==> src/sv/pml_pkg.sv <==
// pml_pkg: shared types, constants and helpers for the pattern match line reporter
// no dependencies; imported by every module of the block
package pml_pkg;

    // sizing
    localparam int MAX_PATTERN = 16;
    localparam int COUNT_WIDTH = 32;
    localparam int LEN_W       = $clog2(MAX_PATTERN + 1);
    localparam int OUT_W       = 32;
    localparam int CFG_W       = 64;
    localparam int PLEN_W      = 5;
    localparam int FIFO_DEPTH  = 4;
    localparam int FIFO_PTR_W  = $clog2(FIFO_DEPTH);
    localparam int FIFO_CNT_W  = $clog2(FIFO_DEPTH + 1);

    localparam logic [7:0] NEWLINE_BYTE = 8'h0A;

    // configuration register indexes
    typedef enum logic [1:0] {
        CFG_PATTERN_LOW  = 2'd0,
        CFG_PATTERN_HIGH = 2'd1,
        CFG_PATTERN_LEN  = 2'd2
    } cfg_index_t;

    typedef logic [COUNT_WIDTH-1:0] count_t;
    typedef logic [LEN_W-1:0]       len_t;

    localparam count_t COUNT_MAX = '1;

    // classified byte handed from front to back
    typedef struct packed {
        logic                   valid;
        logic                   hit;
        logic                   last;
        count_t                 line_cnt;
        logic [MAX_PATTERN-1:0] later_mask;
    } front_item_t;

    // one result beat
    typedef struct packed {
        logic             match_found;
        logic             text_done;
        logic [OUT_W-1:0] match_line;
        logic [OUT_W-1:0] occurrence_total;
    } result_t;

    // byte i of the 16-byte pattern, byte 0 in bits 7:0
    function automatic logic [7:0] pat_byte(logic [127:0] pat, logic [3:0] i);
        return pat[{i, 3'b000} +: 8];
    endfunction

    // saturate a counter value to the 32-bit result field
    function automatic logic [OUT_W-1:0] clip_out(count_t v);
        logic [63:0] w;
        w = 64'(v);
        return (w > 64'hFFFF_FFFF) ? 32'hFFFF_FFFF : w[OUT_W-1:0];
    endfunction

endpackage

==> src/sv/pattern_match_line_reporter.sv <==
// pattern_match_line_reporter: top level; depends on pml_pkg, pml_front, pml_back, pml_fifo
// path: front beat register, then the result queue, whose head drives the output ports
// throughput: one text byte per cycle unless full; the whole window is compared in parallel
// full rises when the result queue plus the beat in flight fill its four entries
// reset: asynchronous, active low; pattern registers, window, line and occurrence
// counters return to their reset values at once, with no clearing pass
module pattern_match_line_reporter (
    input  logic                      clk,
    input  logic                      rst_n,
    input  logic                      push,
    output logic                      full,
    input  logic [7:0]                text_byte,
    input  logic                      end_of_text,
    output logic                      empty,
    input  logic                      pop,
    output logic                      match_found,
    output logic                      text_done,
    output logic [31:0]               match_line,
    output logic [31:0]               occurrence_total,
    input  logic                      cfg_write,
    input  logic [1:0]                cfg_index,
    input  logic [pml_pkg::CFG_W-1:0] cfg_data
);
    import pml_pkg::*;

    front_item_t           item;
    logic                  res_push;
    result_t               res_data;
    result_t               head;
    logic [FIFO_CNT_W-1:0] fifo_count;
    logic                  accept;

    // room for one more beat counting the one in flight
    assign full   = (FIFO_CNT_W'(fifo_count + FIFO_CNT_W'(item.valid)) >=
                     FIFO_CNT_W'(FIFO_DEPTH));
    assign accept = push && !full;

    pml_front u_front (
        .clk         (clk),
        .rst_n       (rst_n),
        .accept      (accept),
        .text_byte   (text_byte),
        .end_of_text (end_of_text),
        .cfg_write   (cfg_write),
        .cfg_index   (cfg_index),
        .cfg_data    (cfg_data),
        .item        (item)
    );

    pml_back u_back (
        .clk      (clk),
        .rst_n    (rst_n),
        .item     (item),
        .res_push (res_push),
        .res_data (res_data)
    );

    pml_fifo u_fifo (
        .clk       (clk),
        .rst_n     (rst_n),
        .push      (res_push),
        .push_data (res_data),
        .pop       (pop),
        .empty     (empty),
        .head      (head),
        .count     (fifo_count)
    );

    // result ports
    assign match_found      = head.match_found;
    assign text_done        = head.text_done;
    assign match_line       = head.match_line;
    assign occurrence_total = head.occurrence_total;

endmodule

==> src/sv/pml_front.sv <==
// pml_front: configuration registers, byte window, line counter and match compare
// depends on pml_pkg
module pml_front (
    input  logic                      clk,
    input  logic                      rst_n,
    input  logic                      accept,
    input  logic [7:0]                text_byte,
    input  logic                      end_of_text,
    input  logic                      cfg_write,
    input  logic [1:0]                cfg_index,
    input  logic [pml_pkg::CFG_W-1:0] cfg_data,
    output pml_pkg::front_item_t      item
);
    import pml_pkg::*;

    logic [63:0]       pat_low_reg;
    logic [63:0]       pat_high_reg;
    logic [PLEN_W-1:0] pat_len_reg;

    logic [7:0]             window_reg [MAX_PATTERN];
    logic [7:0]             window_next [MAX_PATTERN];
    logic [MAX_PATTERN-1:0] marks_reg;
    logic [MAX_PATTERN-1:0] marks_next;
    len_t                   fill_reg;
    len_t                   fill_next;
    count_t                 line_reg;
    count_t                 line_next;
    front_item_t            item_reg;
    front_item_t            item_next;

    logic [127:0] pattern;
    len_t         used;
    logic         hit;
    logic         is_nl;

    // configuration writes
    always_ff @(posedge clk or negedge rst_n)
    begin
        if (!rst_n)
        begin
            pat_low_reg  <= '0;
            pat_high_reg <= '0;
            pat_len_reg  <= PLEN_W'(1);
        end
        else if (cfg_write)
        begin
            unique case (cfg_index)
                CFG_PATTERN_LOW:  pat_low_reg  <= cfg_data[63:0];
                CFG_PATTERN_HIGH: pat_high_reg <= cfg_data[63:0];
                CFG_PATTERN_LEN:  pat_len_reg  <= cfg_data[PLEN_W-1:0];
                default:          ;
            endcase
        end
    end

    // effective pattern length, clamped to 1..MAX_PATTERN
    always_comb
    begin
        pattern = {pat_high_reg, pat_low_reg};
        if (pat_len_reg == '0)
            used = LEN_W'(1);
        else if (pat_len_reg > PLEN_W'(MAX_PATTERN))
            used = LEN_W'(MAX_PATTERN);
        else
            used = LEN_W'(pat_len_reg);
    end

    // window shift, line count and parallel compare
    always_comb
    begin
        logic [4:0] pidx;
        pidx  = '0;
        is_nl = (text_byte == NEWLINE_BYTE);

        window_next[0] = text_byte;
        marks_next[0]  = is_nl;
        for (int k = 1; k < MAX_PATTERN; k++)
        begin
            window_next[k] = window_reg[k-1];
            marks_next[k]  = marks_reg[k-1];
        end

        fill_next = (fill_reg == LEN_W'(MAX_PATTERN)) ? fill_reg : fill_reg + LEN_W'(1);

        line_next = line_reg;
        if (is_nl && line_reg != COUNT_MAX)
            line_next = line_reg + count_t'(1);

        // newest byte in slot 0 lines up with the last pattern byte
        hit = (fill_next >= used);
        for (int k = 0; k < MAX_PATTERN; k++)
        begin
            pidx = 5'(used) - 5'd1 - 5'(k);
            if (k < int'(used) && window_next[k] != pat_byte(pattern, pidx[3:0]))
                hit = 1'b0;
        end

        item_next.valid    = accept;
        item_next.hit      = hit;
        item_next.last     = end_of_text;
        item_next.line_cnt = line_next;
        for (int k = 0; k < MAX_PATTERN; k++)
            item_next.later_mask[k] = marks_next[k] && (k + 1 < int'(used));
    end

    // stream state, cleared after the final byte
    always_ff @(posedge clk or negedge rst_n)
    begin
        if (!rst_n)
        begin
            for (int k = 0; k < MAX_PATTERN; k++)
                window_reg[k] <= '0;
            marks_reg <= '0;
            fill_reg  <= '0;
            line_reg  <= count_t'(1);
        end
        else if (accept)
        begin
            if (end_of_text)
            begin
                for (int k = 0; k < MAX_PATTERN; k++)
                    window_reg[k] <= '0;
                marks_reg <= '0;
                fill_reg  <= '0;
                line_reg  <= count_t'(1);
            end
            else
            begin
                for (int k = 0; k < MAX_PATTERN; k++)
                    window_reg[k] <= window_next[k];
                marks_reg <= marks_next;
                fill_reg  <= fill_next;
                line_reg  <= line_next;
            end
        end
    end

    // classified beat register
    always_ff @(posedge clk or negedge rst_n)
    begin
        if (!rst_n)
            item_reg <= '0;
        else
            item_reg <= item_next;
    end

    assign item = item_reg;

endmodule

==> src/sv/pml_back.sv <==
// pml_back: line of the match start, occurrence counter and result formation
// depends on pml_pkg
module pml_back (
    input  logic                  clk,
    input  logic                  rst_n,
    input  pml_pkg::front_item_t  item,
    output logic                  res_push,
    output pml_pkg::result_t      res_data
);
    import pml_pkg::*;

    count_t match_reg;
    count_t match_next;
    len_t   later;
    count_t line;

    // newlines inside the match, then line of its first byte
    always_comb
    begin
        later = '0;
        for (int k = 0; k < MAX_PATTERN; k++)
            later = later + LEN_W'(item.later_mask[k]);

        if (item.line_cnt == COUNT_MAX)
            line = COUNT_MAX;
        else
            line = item.line_cnt - count_t'(later);

        match_next = match_reg;
        if (item.hit && match_reg != COUNT_MAX)
            match_next = match_reg + count_t'(1);

        res_push                  = item.valid && (item.hit || item.last);
        res_data.match_found      = item.hit;
        res_data.text_done        = item.last;
        res_data.match_line       = item.hit ? clip_out(line) : '0;
        res_data.occurrence_total = clip_out(match_next);
    end

    // occurrence counter, cleared after the final byte
    always_ff @(posedge clk or negedge rst_n)
    begin
        if (!rst_n)
            match_reg <= '0;
        else if (item.valid)
            match_reg <= item.last ? '0 : match_next;
    end

endmodule

==> src/sv/pml_fifo.sv <==
// pml_fifo: short result queue between the back part and the output port
// depends on pml_pkg
module pml_fifo (
    input  logic                                clk,
    input  logic                                rst_n,
    input  logic                                push,
    input  pml_pkg::result_t                    push_data,
    input  logic                                pop,
    output logic                                empty,
    output pml_pkg::result_t                    head,
    output logic [pml_pkg::FIFO_CNT_W-1:0]      count
);
    import pml_pkg::*;

    result_t               mem_reg [FIFO_DEPTH];
    logic [FIFO_PTR_W-1:0] wr_ptr_reg;
    logic [FIFO_PTR_W-1:0] rd_ptr_reg;
    logic [FIFO_CNT_W-1:0] count_reg;
    logic                  do_pop;

    assign empty  = (count_reg == '0);
    assign do_pop = pop && !empty;
    assign head   = mem_reg[rd_ptr_reg];
    assign count  = count_reg;

    // pointers and fill level
    always_ff @(posedge clk or negedge rst_n)
    begin
        if (!rst_n)
        begin
            wr_ptr_reg <= '0;
            rd_ptr_reg <= '0;
            count_reg  <= '0;
        end
        else
        begin
            if (push)
                wr_ptr_reg <= wr_ptr_reg + FIFO_PTR_W'(1);
            if (do_pop)
                rd_ptr_reg <= rd_ptr_reg + FIFO_PTR_W'(1);
            if (push && !do_pop)
                count_reg <= count_reg + FIFO_CNT_W'(1);
            else if (!push && do_pop)
                count_reg <= count_reg - FIFO_CNT_W'(1);
        end
    end

    // entry storage
    always_ff @(posedge clk)
    begin
        if (push)
            mem_reg[wr_ptr_reg] <= push_data;
    end

endmodule
==> config.mk <==
export PLATFORM = sky130hd
export DESIGN_NAME = pattern_match_line_reporter
export DESIGN_NICKNAME = d
export VERILOG_FILES = /design/src/sv/pml_pkg.sv /design/src/sv/pattern_match_line_reporter.sv /design/src/sv/pml_front.sv /design/src/sv/pml_back.sv /design/src/sv/pml_fifo.sv
export SDC_FILE = /design/constraint.sdc
export NUM_CORES = 1
export LEC_CHECK = 0
export BUFFER_PORTS_ARGS = -buffer_cell sky130_fd_sc_hd__buf_2
export CORE_MARGIN = 2
export CORE_UTILIZATION = 45
export DETAILED_ROUTE_END_ITERATION = 6
export PLACE_DENSITY = 0.62
export SYNTH_ARGS = -nofsm -noshare
export SYNTH_HDL_FRONTEND = slang
export SYNTH_SLANG_ARGS = --single-unit
export TNS_END_PERCENT = 10
==> constraint.sdc <==
create_clock -name clk -period 6.4 [get_ports clk]
set_input_delay 0.64 -clock clk [delete_from_list [all_inputs] [get_ports clk]]
set_output_delay 0.64 -clock clk [all_outputs]
set_load 0.01 [all_outputs]
Yosys cells after proc, flatten, opt, wreduce, memory -nomap -nowiden
Memory sizes are Yosys's and may differ from the RTL's.
Cells that the tools add are included.
{ "classes": {"mux": 32, "n_eq_ne": 23, "addsub": 40, "reduce_logical": 51, "n_lt_le_gt_ge": 20, "shifts": 16} }
{ "op_table": {"columns": ["cell", "n"], "rows": [
  ["$shiftx 128x8->8", 16],
  ["$mux 32", 6],
  ["$mux 128", 1],
  ["$ne 8x8->1", 16],
  ["$add 5x1->5", 14],
  ["$add 32x1->32 const B", 2],
  ["$ne 32x32->1 const B", 2],
  ["$lt 4x5->1 const A", 8],
  ["$logic_and 1x1->1", 39],
  ["$eq 32x32->1 const B", 1],
  ["$sub 32x5->32", 1],
  ["$sub 4x4->4 const B", 8],
  ["$lt 3x5->1 const A", 4],
  ["$mux 5", 4],
  ["$mux 1", 18],
  ["$sub 4x3->4 const B", 4],
  ["$mux 15", 1],
  ["$lt 1x5->1 const A", 2],
  ["$lt 2x5->1 const A", 2],
  ["$eq 8x4->1 const B", 1],
  ["$sub 4x1->4 const B", 2],
  ["$sub 4x2->4 const B", 2],
  ["$mux 3", 2],
  ["$reduce_and 2->1", 3],
  ["other kinds (19)", 23]
]} }
{ "totals": {"n_memories": 1, "regBits": 395, "ramBits": 264, "word_cells": 213, "in_bits": 80, "output_inout_bits": 68} }
{ "memory_table": {"columns": ["memory", "words", "width", "rd", "rd_ports_with_merged_regs", "write_ports", "line_no", "text"], "rows": [
  ["u_fifo.mem_reg", 4, 66, 1, 0, 1, "pml_fifo.sv:15", "result_t mem_reg [FIFO_DEPTH];"]
]} }

Longest topological paths before layout
{ "logic_depth": {"ltp_word": 23, "mapped_depth": 24} }

Hierarchy
From an unflattened synthesis, not the netlist that was laid out.
{ "unflattened": {"hier_cells": 3053, "area_unflattened_um2": 36666.4} }
{ "modules_own_cells": {"columns": ["mod", "seq_area_each_um2", "area_each_um2", "n_inst", "cells_per_inst"], "rows": [
  ["pml_front", 8911.0, 22365.2, 1, 2123],
  ["pml_fifo", 8102.8, 9935.8, 1, 379],
  ["pml_back", 800.8, 4326.6, 1, 546],
  ["pattern_match_line_reporter", 0.0, 38.8, 1, 5]
]} }

Worst setup path after synthesis
OpenSTA, ideal clock, no wires.
{ "synth_timing": {"path_kind": "register to register", "start": "register u_front.item_reg (netlist bit u_front.item[0])", "end": "memory u_fifo.mem_reg[0][62] (netlist name) (data pin)", "setup_ps": 263, "setup_slack_ps": 97, "required_time_ps": 6137, "t_arrival_ps": 6039, "path_stages_with_launch": 20, "synth_period_minus_slack_ps": 6303, "cell_sequence": "dfrtp_1 > ha_1 > inv_1 > fa_1 > fa_1 > fa_1 > fa_1 > fa_1 > fa_1 > fa_1 > a21oi_1 > nor2_1 > nor2_1 > o311ai_1 > or4_1 > or3_1 > nand2b_1 > nor4_1 > xor2_1 > and2_1"} }
{ "synth_rtl": {"columns": ["element", "line_no", "text"], "rows": [
  ["from (decl)", "pml_front.sv:28", "front_item_t item_reg;"],
  ["from (signal assigned)", "pml_front.sv:144", "item_reg <= item_next;"],
  ["to (decl)", "pml_fifo.sv:15", null]
]} }

==> flow_summary.toml <==
[status]
status = "complete, no violations"

[detailed_routing]
wl_met3_mm = 5.71
wl_met2_mm = 46.9
num_vias = 24428
wl_per_cell_um = 24.3
routed_wirelength_mm = 98.7
avgViaCountPerCell = 6.02
top_layer = "met5"
drtPass1Iterations = 7
first_iter_violations = 2235
wl_met1_mm = 40.3
drc = 0
ant_nets = 0

[timing]
layout_min_cycle_time_ns = 6.32
slew_headroom_pct = 25.0
finalSetupTns_ns = 0
finalSetupViolations = 0
finalCritPeriodShare_pct = 98.8
worst_pin_slew_ns = 1.12
hold_viol_final = 0
holdWs_ns = 0.247
fmax_mhz = 158
clock_skew_ns = 0.0292
worst_slack_ns = 0.0753
maxSlewViolCount = 0
rsz0062_at_grt = "yes"

[pwr]
switching_share_pct = 38.0
p_per_area_nw_per_um2 = 425
power_frac_clock_pct = 25.7
combPwrFrac_pct = 42.6
leakage_nw = 15.1
power.total_mw = 16.9
vdd_drop_max_uv = 225
intPower_mw = 10.5
seqPwrFrac_pct = 31.7
p_switching_mw = 6.42

[worst_setup_path]
path_max_fanout = 4
crit_arrival_ns = 6.73
end_kind = "register"
cp-start-kind = "register"
required_ns = 6.80
crit_start = "u_front.item[1]"
r2r-start = "u_front.item[1]"
reg2reg_setup_slack_ns = 0.08
worstSetupPathType = "register to register"
reg2regPathDepth = 20

[final_layout]
areaGrowthSynthToFinish_pct = 12.4
num-nets-final = 3084
design_area_um2 = 39700
drive_gt1_share_pct = 23.9
final_cell_count_no_fill = 4055
largest_register_ffs = 264
finish.utilization_pct = 51.2
antenna_cells = 0

[synth]
synth.avg_cell_area_um2 = 12.3
synthFlopType = "dfrtp_1"
async_flop_share_pct = 59.9
synth_most_common_cell = "dfrtp_1"
yosys_warnings = 0
post_synth_main_area_contributors = "dfrtp_1 (28%), edfxtp_1 (22%), mux4_2 (14%)"
yosys.area.top_type = "dfrtp_1"
synth_commonest_cells = "dfrtp_1 (393), nand2_1 (324), edfxtp_1 (264), mux4_2 (213), o21ai_0 (187)"
ys_seq_area_share_pct = 50.4
synth_top_area_share_pct = 27.8
syn-num-nets = 2994
synthCells = 2867
synth_edf_count = 264
synth_cell_types = 70
yosys_register_bits = 659
netlist_area_um2 = 35400

[cts]
cts-htree-levels = 3
cts_sinks = 659
root_buffer = "clkbuf_16"
worstSkewPairLatency_ns = 0.65
cts_max_path_buffers = 3
cts_tree = "done"
clk_pin_slew_worst_paths_ns = 0.06
cts_buffers = 72

[placed_design]
placed_cell_area_um2 = 37100
place.gp.congestion = 0.969
dp.cells = 3920
dp_hpwl_mm = 69.8
pre_cts_slack_ns = -0.171
io_buffers = 147

[floorplanning]
die_h_um = 284
initial_core_util_pct = 45.6
core_area_um2 = 77600
dieArea_um2 = 80800
rows = 102
ios = 148
die_x_um = 284

[worst_hold_path]
hold_start = "cfg_data[52]"
min_path_type = "primary input to register"
whs_path_depth = 2

[flow_run]
maxCapViolations = 0

[global_routing]
track_usage_pct = 24.6
grt_pass1_vias = 24432
grt_max_degree = 292
grt_first_pass_wirelength_mm = 152
gr-total-overflow = 0
antenna_found_initial = 1
## final cells by class
cell class                 count  area [µm²]
clock buffer                 106        2060
multi-input combinational   1936       16600
clock inverter                26         452
inverter                      84         318
sequential                   659       17800
timing repair buffer         204        1210
tap                         1040        1300
fill                        6725       37800
## kinds of logic after synthesis
group                      synth area share [%]
and+or+nand+nor                            10.3
DFF                                        50.4
muxes                                      19.3
adders and majority gates                  1.92
buffers and inverters                      3.08
AOI/OAI and AO/OA                          9.43
xor gates and xnor gates                   5.59
## worst max-delay path, stage by stage, from the launching register on
cell and delay (ns):
dfrtp_1 0.40, ha_4 0.28, inv_2 0.03, fa_1 0.46, fa_1 0.41, fa_1 0.50, fa_1 0.61, inv_1 0.07
ha_1 0.30, a21o_1 0.19, a21oi_1 0.17, xor2_1 0.17, ha_1 0.27, a211oi_1 0.44, o311ai_4 0.15, or4_4 0.54
or3_4 0.39, nand2b_4 0.17, nor4_4 0.25, xor2_1 0.10, and2_4 0.18
## power by group through the flow
stage	logic [mW]	clock network [mW]	registers (mW)
after CTS	7.15	4.43	5.35
after global placement	7.03	0	5.39
after global routing	7.61	4.60	5.42
after floorplan	5.04	0	5.18
final	7.19	4.35	5.35
after detailed placement	7.13	0	5.43
## repair_timing
| action | in CTS | in global routing |
|---|---|---|
| hold endpoints to repair | 8 | 0 |
| resized for setup | 4 | 19 |
| pin swaps | 1 | 11 |
| endpoints found under the setup margin | 12 | 44 |
| setup buffers | 0 | 2 |
| cloned | 0 | 0 |
| hold buffers | 1 | 0 |
## cells in the final DEF (no fill, tap or decap), drive strengths merged, types with 29 or more instances in the layout
master  synthesis  layout
a21oi          38      38
a22o           32      32
a22oi          45      45
a31oi          34      34
and2           29      29
and3           37      37
buf            39     203
clkbuf        149     106
dfrtp         393     393
edfxtp        264     264
ha             35      35
inv            81      84
mux2          154     154
mux2i          31      31
mux4          213     213
nand2         325     325
nand2b         77      77
nand3          56      56
nor2           75      75
nor4           32      32
o21ai         187     187
o22ai          66      66
xnor2         125     125
xor2           98      98
## worst paths after layout
kind,endpoint
min in group asynchronous,u_front.window_next[109]
max reg2reg,u_fifo.mem_reg[0][62]
max,u_fifo.mem_reg[0][62]
max in group asynchronous,u_fifo.rd_ptr_reg[0]
min,u_front.pat_high_reg[52]
min reg2reg,u_front.marks_reg[14]
## per-layer routing
layer  up-vias  global-route usage (%)
met5         -                       0
met1     12409                    32.3
met3       227                    3.76
met4         2                    12.8
li1      10877                       -
met2       913                    39.7
Power figures use the tool's default switching activity.
